### src/rtl/srtf_pkg.sv
// ----------------------------------------------------------------------------
// SRTF scheduler package
// Shared sizes, the candidate record that travels down the cell row, the
// command record broadcast to every cell, and the controller state type.
// ----------------------------------------------------------------------------
`default_nettype none

package srtf_pkg;

  localparam int SLOTS     = 16;
  localparam int TIME_BITS = 16;
  localparam int SLOT_BITS = 4;
  localparam int IDX_BITS  = (SLOTS > 1) ? $clog2(SLOTS) : 1;

  localparam logic ACT_LOAD = 1'b0;
  localparam logic ACT_TICK = 1'b1;

  typedef logic [TIME_BITS-1:0] tval_t;
  typedef logic [IDX_BITS-1:0]  idx_t;

  // Best slot seen so far on its way down the row.
  typedef struct packed {
    logic  found;
    tval_t rem;
    idx_t  idx;
    tval_t arr;
    tval_t bur;
  } cand_t;

  // Broadcast from the controller to all cells.
  typedef struct packed {
    logic                 load;
    logic [SLOT_BITS-1:0] load_slot;
    tval_t                arr;
    tval_t                bur;
    logic                 dec;
    idx_t                 dec_idx;
    tval_t                now;
  } cmd_t;

  typedef enum logic [1:0] {
    ST_IDLE,
    ST_SCAN,
    ST_UPDATE
  } state_t;

endpackage

`default_nettype wire

### src/rtl/srtf_cell.sv
// ----------------------------------------------------------------------------
// SRTF slot cell
// Holds one process slot and passes the running best candidate to the next
// cell, replacing it when this slot is eligible and strictly shorter.
// ----------------------------------------------------------------------------
`default_nettype none

module srtf_cell (
  input  wire logic           clk,
  input  wire logic           rst_n,
  input  wire srtf_pkg::idx_t cell_idx,
  input  wire srtf_pkg::cmd_t cmd,
  input  wire srtf_pkg::cand_t cand_in,
  output srtf_pkg::cand_t     cand_out
);

  srtf_pkg::tval_t arr_r, arr_nxt;
  srtf_pkg::tval_t bur_r, bur_nxt;
  srtf_pkg::tval_t rem_r, rem_nxt;
  srtf_pkg::cand_t cand_r, cand_nxt;

  logic load_hit;
  logic dec_hit;
  logic eligible;
  logic take;

  always_comb begin
    load_hit = cmd.load && (32'(cmd.load_slot) == 32'(cell_idx));
    dec_hit  = cmd.dec && (cmd.dec_idx == cell_idx);

    arr_nxt = arr_r;
    bur_nxt = bur_r;
    rem_nxt = rem_r;
    if (load_hit) begin
      arr_nxt = cmd.arr;
      bur_nxt = cmd.bur;
      rem_nxt = cmd.bur;
    end else if (dec_hit) begin
      rem_nxt = rem_r - 1'b1;
    end

    // Ties keep the incoming candidate, so the lowest slot wins.
    eligible = (rem_r != '0) && (arr_r <= cmd.now);
    take     = eligible && (!cand_in.found || (rem_r < cand_in.rem));
    if (take) begin
      cand_nxt.found = 1'b1;
      cand_nxt.rem   = rem_r;
      cand_nxt.idx   = cell_idx;
      cand_nxt.arr   = arr_r;
      cand_nxt.bur   = bur_r;
    end else begin
      cand_nxt = cand_in;
    end
  end

  always_ff @(posedge clk) begin
    if (!rst_n) begin
      rem_r  <= '0;
      cand_r <= '0;
    end else begin
      rem_r  <= rem_nxt;
      cand_r <= cand_nxt;
    end
  end

  always_ff @(posedge clk) begin
    arr_r <= arr_nxt;
    bur_r <= bur_nxt;
  end

  assign cand_out = cand_r;

endmodule

`default_nettype wire

### src/rtl/srtf_ctrl.sv
// ----------------------------------------------------------------------------
// SRTF controller
// Takes input beats, times the scan down the cell row, keeps the clock of
// the scheduler and registers the result beat.
// ----------------------------------------------------------------------------
`default_nettype none

module srtf_ctrl (
  input  wire logic                           clk,
  input  wire logic                           rst_n,
  input  wire logic                           in_valid,
  output logic                                in_stall,
  input  wire logic                           in_action,
  input  wire logic [srtf_pkg::SLOT_BITS-1:0] in_slot,
  input  wire srtf_pkg::tval_t                in_arrival,
  input  wire srtf_pkg::tval_t                in_burst,
  output logic                                out_valid,
  input  wire logic                           out_stall,
  output logic                                out_ran_valid,
  output logic [srtf_pkg::SLOT_BITS-1:0]      out_ran_slot,
  output logic                                out_done_res,
  output srtf_pkg::tval_t                     out_finish_time,
  output srtf_pkg::tval_t                     out_turnaround_time,
  output srtf_pkg::tval_t                     out_waiting_time,
  output srtf_pkg::tval_t                     out_now,
  output srtf_pkg::cmd_t                      cmd,
  input  wire srtf_pkg::cand_t                best
);

  srtf_pkg::state_t state_r, state_nxt;
  srtf_pkg::idx_t   cnt_r, cnt_nxt;
  srtf_pkg::tval_t  now_r, now_nxt;

  logic                           vld_r, vld_nxt;
  logic                           ran_r, ran_nxt;
  logic [srtf_pkg::SLOT_BITS-1:0] slot_r, slot_nxt;
  logic                           done_r, done_nxt;
  srtf_pkg::tval_t                fin_r, fin_nxt;
  srtf_pkg::tval_t                tat_r, tat_nxt;
  srtf_pkg::tval_t                wt_r, wt_nxt;
  srtf_pkg::tval_t                nowo_r, nowo_nxt;

  logic            in_acc;
  logic            fire;
  logic            done;
  srtf_pkg::tval_t now_sat;
  srtf_pkg::tval_t tat;
  srtf_pkg::tval_t wt;

  always_comb begin
    in_stall = (state_r != srtf_pkg::ST_IDLE);
    in_acc   = in_valid && !in_stall;

    cmd.load      = in_acc && (in_action == srtf_pkg::ACT_LOAD);
    cmd.load_slot = in_slot;
    cmd.arr       = in_arrival;
    cmd.bur       = in_burst;
    cmd.dec       = 1'b0;
    cmd.dec_idx   = best.idx;
    cmd.now       = now_r;

    now_sat = (now_r == '1) ? now_r : now_r + 1'b1;
    done    = best.found && (best.rem == srtf_pkg::tval_t'(1));
    tat     = (now_sat >= best.arr) ? now_sat - best.arr : '0;
    wt      = (tat >= best.bur) ? tat - best.bur : '0;

    state_nxt = state_r;
    cnt_nxt   = cnt_r;
    now_nxt   = now_r;
    fire      = 1'b0;

    case (state_r)
      srtf_pkg::ST_IDLE: begin
        if (in_acc && (in_action == srtf_pkg::ACT_TICK)) begin
          state_nxt = srtf_pkg::ST_SCAN;
          cnt_nxt   = '0;
        end
      end
      srtf_pkg::ST_SCAN: begin
        cnt_nxt = cnt_r + 1'b1;
        if (cnt_r == srtf_pkg::idx_t'(srtf_pkg::SLOTS - 1)) begin
          state_nxt = srtf_pkg::ST_UPDATE;
        end
      end
      srtf_pkg::ST_UPDATE: begin
        if (!vld_r || !out_stall) begin
          fire      = 1'b1;
          cmd.dec   = best.found;
          now_nxt   = now_sat;
          state_nxt = srtf_pkg::ST_IDLE;
        end
      end
      default: begin
        state_nxt = srtf_pkg::ST_IDLE;
      end
    endcase

    vld_nxt  = vld_r;
    ran_nxt  = ran_r;
    slot_nxt = slot_r;
    done_nxt = done_r;
    fin_nxt  = fin_r;
    tat_nxt  = tat_r;
    wt_nxt   = wt_r;
    nowo_nxt = nowo_r;
    if (fire) begin
      vld_nxt  = 1'b1;
      ran_nxt  = best.found;
      slot_nxt = best.found ? srtf_pkg::SLOT_BITS'(best.idx) : '0;
      done_nxt = done;
      fin_nxt  = done ? now_sat : '0;
      tat_nxt  = done ? tat : '0;
      wt_nxt   = done ? wt : '0;
      nowo_nxt = now_sat;
    end else if (vld_r && !out_stall) begin
      vld_nxt = 1'b0;
    end
  end

  always_ff @(posedge clk) begin
    if (!rst_n) begin
      state_r <= srtf_pkg::ST_IDLE;
      cnt_r   <= '0;
      now_r   <= '0;
      vld_r   <= 1'b0;
    end else begin
      state_r <= state_nxt;
      cnt_r   <= cnt_nxt;
      now_r   <= now_nxt;
      vld_r   <= vld_nxt;
    end
  end

  always_ff @(posedge clk) begin
    ran_r  <= ran_nxt;
    slot_r <= slot_nxt;
    done_r <= done_nxt;
    fin_r  <= fin_nxt;
    tat_r  <= tat_nxt;
    wt_r   <= wt_nxt;
    nowo_r <= nowo_nxt;
  end

  assign out_valid           = vld_r;
  assign out_ran_valid       = ran_r;
  assign out_ran_slot        = slot_r;
  assign out_done_res        = done_r;
  assign out_finish_time     = fin_r;
  assign out_turnaround_time = tat_r;
  assign out_waiting_time    = wt_r;
  assign out_now             = nowo_r;

endmodule

`default_nettype wire

### src/rtl/srtf_tick_scheduler_top.sv
// ----------------------------------------------------------------------------
// Shortest-remaining-time-first tick scheduler
// Preemptive SRTF over a row of process slot cells with a scan controller.
// ----------------------------------------------------------------------------
// Usage: an input beat with action load writes one slot's arrival time and
// burst and arms its remaining time; it gives no result.
// A load to a slot beyond the row is ignored. An input beat with action tick
// runs one scheduler tick and gives exactly one result beat.
// A tick stalls the input from its own beat to the next accepted beat: the best
// candidate walks down the row of cells, one cell per cycle, and then the update
// step picks, decrements and registers the result, which sets the result beat
// valid. The next beat is taken in the cycle after that.
// Loads are taken every cycle while no tick is in flight.
// The result sits in an output register, so the next beat is accepted while
// an earlier result still waits; a tick only holds in its final step while
// the previous result is stalled. Reset clears all remaining times, the
// scheduler time and the result valid; the slot contents are left as they
// are, since a slot with no remaining time is never picked.
// ----------------------------------------------------------------------------
`default_nettype none

module srtf_tick_scheduler_top (
  input  wire logic                           clk,
  input  wire logic                           rst_n,
  input  wire logic                           in_valid,
  output logic                                in_stall,
  input  wire logic                           in_action,
  input  wire logic [srtf_pkg::SLOT_BITS-1:0] in_slot,
  input  wire srtf_pkg::tval_t                in_arrival,
  input  wire srtf_pkg::tval_t                in_burst,
  output logic                                out_valid,
  input  wire logic                           out_stall,
  output logic                                out_ran_valid,
  output logic [srtf_pkg::SLOT_BITS-1:0]      out_ran_slot,
  output logic                                out_done_res,
  output srtf_pkg::tval_t                     out_finish_time,
  output srtf_pkg::tval_t                     out_turnaround_time,
  output srtf_pkg::tval_t                     out_waiting_time,
  output srtf_pkg::tval_t                     out_now
);

  // The command is broadcast to every cell; the candidate chain starts empty
  // at the first cell and the last cell's output is the tick's winner.
  srtf_pkg::cmd_t  cmd;
  srtf_pkg::cand_t chain [srtf_pkg::SLOTS+1];

  assign chain[0] = '0;

  for (genvar g = 0; g < srtf_pkg::SLOTS; g++) begin : g_cell
    srtf_cell u_cell (
      .clk      (clk),
      .rst_n    (rst_n),
      .cell_idx (srtf_pkg::idx_t'(g)),
      .cmd      (cmd),
      .cand_in  (chain[g]),
      .cand_out (chain[g+1])
    );
  end

  srtf_ctrl u_ctrl (
    .clk                 (clk),
    .rst_n               (rst_n),
    .in_valid            (in_valid),
    .in_stall            (in_stall),
    .in_action           (in_action),
    .in_slot             (in_slot),
    .in_arrival          (in_arrival),
    .in_burst            (in_burst),
    .out_valid           (out_valid),
    .out_stall           (out_stall),
    .out_ran_valid       (out_ran_valid),
    .out_ran_slot        (out_ran_slot),
    .out_done_res        (out_done_res),
    .out_finish_time     (out_finish_time),
    .out_turnaround_time (out_turnaround_time),
    .out_waiting_time    (out_waiting_time),
    .out_now             (out_now),
    .cmd                 (cmd),
    .best                (chain[srtf_pkg::SLOTS])
  );

endmodule

`default_nettype wire

### config.mk
export PLATFORM = sky130hd
export DESIGN_NAME = srtf_tick_scheduler_top
export DESIGN_NICKNAME = d
export VERILOG_FILES = /design/src/rtl/srtf_pkg.sv /design/src/rtl/srtf_cell.sv /design/src/rtl/srtf_ctrl.sv /design/src/rtl/srtf_tick_scheduler_top.sv
export SDC_FILE = /design/constraint.sdc
export NUM_CORES = 2
export LEC_CHECK = 0
export ABC_AREA = 1
export BUFFER_PORTS_ARGS = -buffer_cell sky130_fd_sc_hd__buf_2
export CORE_MARGIN = 1.5
export CORE_UTILIZATION = 50
export CTS_CLUSTER_SIZE = 12
export DETAILED_ROUTE_END_ITERATION = 7
export HOLD_SLACK_MARGIN = 0.06
export PLACE_DENSITY = 0.78
export SLEW_MARGIN = 10
export SYNTH_ARGS = -nofsm -noshare
export SYNTH_HDL_FRONTEND = slang
export SYNTH_HIERARCHICAL = 1
export SYNTH_SLANG_ARGS = --single-unit
### constraint.sdc
create_clock -name clk -period 5.2 [get_ports clk]
set_clock_uncertainty 0.1 [all_clocks]
set_input_delay 0.26 -clock clk [delete_from_list [all_inputs] [get_ports clk]]
set_output_delay 0.26 -clock clk [all_outputs]
set_load 0.02 [all_outputs]
==> impl_metrics.csv <==
group,metric,value,unit
die,num_rows,157,
setup_path,critPathArrivalTime,5.42,ns
synth,syn_area_per_cell,7.96,sq um
final_layout,post-route-util,55.0,%
sta,worstMarginPinSlew,4.64,ns
synth,syn_inst,11700,
clock_tree,cts_setup_buffers,0,
setup_path,worstPathRequired,5.78,ns
clock_tree,cts_tree,"built",
routing,post_drt_wl_per_cell,17.7,um
global_routing,grt_overflow_total,0,
placement,pre_cts_ws,0.296,ns
setup_path,critPathTopFamily,"simple AND/OR/NAND/NOR gates",
synth,postSynthRegisterBits,1709,
synth,synth_compound_area_share,13.9,%
sta,relSlewSlack,-210,%
placement,placed_cells,14000,
synth,ys_seq_area_share,43.2,%
setup_path,cp_slowest_cell,"fa_1",
setup_path,cp_max_fo,18,
setup_path,crit_top_cell,"nand2_1",
sta,setup_viol,0,
clock_tree,path_clk_slew,0.06,ns
clock_tree,clk_path_buf_depth,3,
final_layout,mostFrequentLayoutCell,"nand2_1",
die,initial_utilization,50.5,%
sta,drv_slew,105,
setup_path,r2r_setup_slack,0.36,ns
pwr,p_leak,43.9,nW
global_routing,grt_usage,26.6,%
clock_tree,numClockSinks,1709,
setup_path,r2r_cells,30,
pwr,power_density,333,nW/um^2
setup_path,cp.depth,30,
global_routing,grt_pass1_wl,393000,um
setup_path,path_buf_inv,4,
routing,drc,0,
synth,synth_top_family_by_area,"simple AND/OR/NAND/NOR gates",
synth,synth_fa_ha_area_share,7.41,%
setup_path,critical_path_class,"reg2reg",
sta,fmax,207,MHz
final_layout,final_net_count,12400,
clock_tree,ctsHtreeMaxLevel,4,
sta,period_share,93.0,%
setup_path,cp-start-kind,"register",
final_layout,final_cell_mix,"2,209 x nand2_1, 1,715 x inv_1, 1,337 x nor2_1",
die,io_pins,113,
synth,yosysWarnings,6,
routing,drt-pass1-iter-count,8,
final_layout,drive_gt1_share,12.4,%
outcome,status,"finished with violations",
sta,tns,0,ns
min_path,holdPathStages,2,
die,die_h,434,um
sta,layout_setup_ws,0.364,ns
sta,min_period,4.84,ns
synth,yosys.area_share.simple,22.9,%
clock_tree,root_buffer,"clkbuf_16",
pwr,peakVddDrop,0.000295,V
routing,first_iter_violations,8487,
setup_path,endpoint_kind,"register",
placement,hpwl,163000,um
die,dieArea,188000,sq um
placement,globalplace.congestion,0.903,
synth,synth_xor_area_share,1.58,%
flow_run,maxCapViolCount,0,
routing,drt-total-wl,254000,um
clock_tree,clkLatencyLatePin,0.84,ns
final_layout,instances_no_fill,14400,
clock_tree,cts_buffers,172,
global_routing,antenna_found_initial,18,
min_path,min_path_type,"in2reg",
synth,yosys.cell_types.count,50,
placement,io_buffers,112,
synth,synth_mux_area_share,0,%
final_layout,syn2layout_area_growth,9.00,%
routing,vias,76400,
routing,ant_nets,0,
global_routing,grt_max_degree,135,
sta,rsz0062_at_grt,"no",
synth,syn_area,92700,sq um
die,die_w,434,um
die,coreArea,184000,sq um
global_routing,grt_pass1_vias,70100,
sta,finalHoldViolations,0,
outcome,violations,"max-slew violations",
setup_path,crit_path_max_incr_delay,0.43,ns
routing,vias_per_cell,5.31,
final cells by class:
class | instances | area, sq um
fillers | 16300 | 82600
repair buffers | 291 | 2270
inverters | 1746 | 6560
clock inverters | 36 | 449
clock buffers | 284 | 5010
multi-input cells | 7844 | 43600
flip-flops and latches | 1709 | 40000
well taps | 2464 | 3080
diodes | 11 | 27.5
power breakdown:
| part | leakage [nW] | internal (W) | total, W | switching (W) |
|---|---|---|---|---|
| Combinational | 26.8 | 0.00217 | 0.00643 | 0.00426 |
| Sequential | 14.5 | 0.0145 | 0.0150 | 0.000483 |
| Clock | 2.63 | 0.00677 | 0.0122 | 0.00540 |
cells in the mapped netlist (all sizes together):
cell type | instances | area, sq um
o2111ai | 14 | 123
xnor2 | 18 | 158
o22ai | 16 | 100
clkbuf | 131 | 492
a31oi | 49 | 307
edfxtp | 582 | 17500
nor2 | 1393 | 5380
clkinv | 4 | 15.0
and2 | 2 | 12.5
nand2 | 2254 | 8550
fa | 2 | 40.0
nand4 | 25 | 156
and3 | 1 | 6.26
inv | 1742 | 6540
a31o | 1 | 8.76
conb | 2 | 7.51
dfxtp | 1127 | 22600
nand3b | 17 | 180
o221ai | 2 | 17.5
nand3 | 1178 | 5920
o21bai | 7 | 52.6
a21o | 16 | 120
xor2 | 149 | 1310
o21a | 2 | 15.0
buf | 450 | 3180
or2 | 38 | 238
nor3 | 126 | 748
o211ai | 172 | 1290
ha | 546 | 6830
a21oi | 1332 | 9600
nor3b | 2 | 15.0
o21ai | 252 | 1270
registers in the layout (all words and copies together) (netlist names), 4 cells and up:
| register | count |
|---|---|
| u_ctrl/out_ran_slot | 4 |
| u_ctrl/out_finish_time | 16 |
| u_ctrl/out_now | 16 |
| u_ctrl/out_waiting_time | 16 |
| g_cell.u_cell/arr_r | 256 |
| g_cell.u_cell/cand_out | 848 |
| u_ctrl/now_r | 16 |
| u_ctrl/cnt_r | 4 |
| g_cell.u_cell/bur_r | 256 |
| u_ctrl/out_turnaround_time | 16 |
| g_cell.u_cell/rem_r | 256 |
layer usage:
metal / vias up / track usage, % / routed length, um
met1: 35100 / 35.5 / 104000
met4: 0 / 11.8 / 11300
met3: 595 / 4.13 / 21900
met2: 2950 / 42.5 / 116000
met5: - / 0 / 0
li1: 37700 / - / -
kinds of logic (layout without fill, tap and decap cells):
family	Yosys count	after routing
compound gates	1863	1863
buf+inv	2327	2357
simple gates	5036	5036
other cells	2	241
flops	1709	1709
fa+ha+maj	548	548
xor+xnor	167	167
worst paths after layout:
path / startpoint / endpoint
worst min-delay path: in_burst[0] / g_cell[0].u_cell/bur_r[0]
worst min register to register: g_cell[7].u_cell/cand_out[31] / g_cell[8].u_cell/cand_out[31]
worst max-delay path: u_ctrl/now_r[0] / u_ctrl/out_waiting_time[9]
worst max register to register: u_ctrl/now_r[0] / u_ctrl/out_waiting_time[9]
metrics by stage:
stage                     hold slack, ns  area (sq um)  total power, W
after floorplan                    0.298         93600          0.0201
after global placement             0.341         95300          0.0215
after detailed placement           0.342         95300          0.0216
after CTS                         0.0990        101000          0.0337
after global routing               0.120        101000          0.0351
final                              0.161        101000          0.0336
repair_timing:
action,in CTS,in global routing
endpoints found under the hold margin,430,0
hold buffers,31,0
gates resized for setup,0,1
setup endpoints to repair,0,12
(Power assumes the default switching activity.)
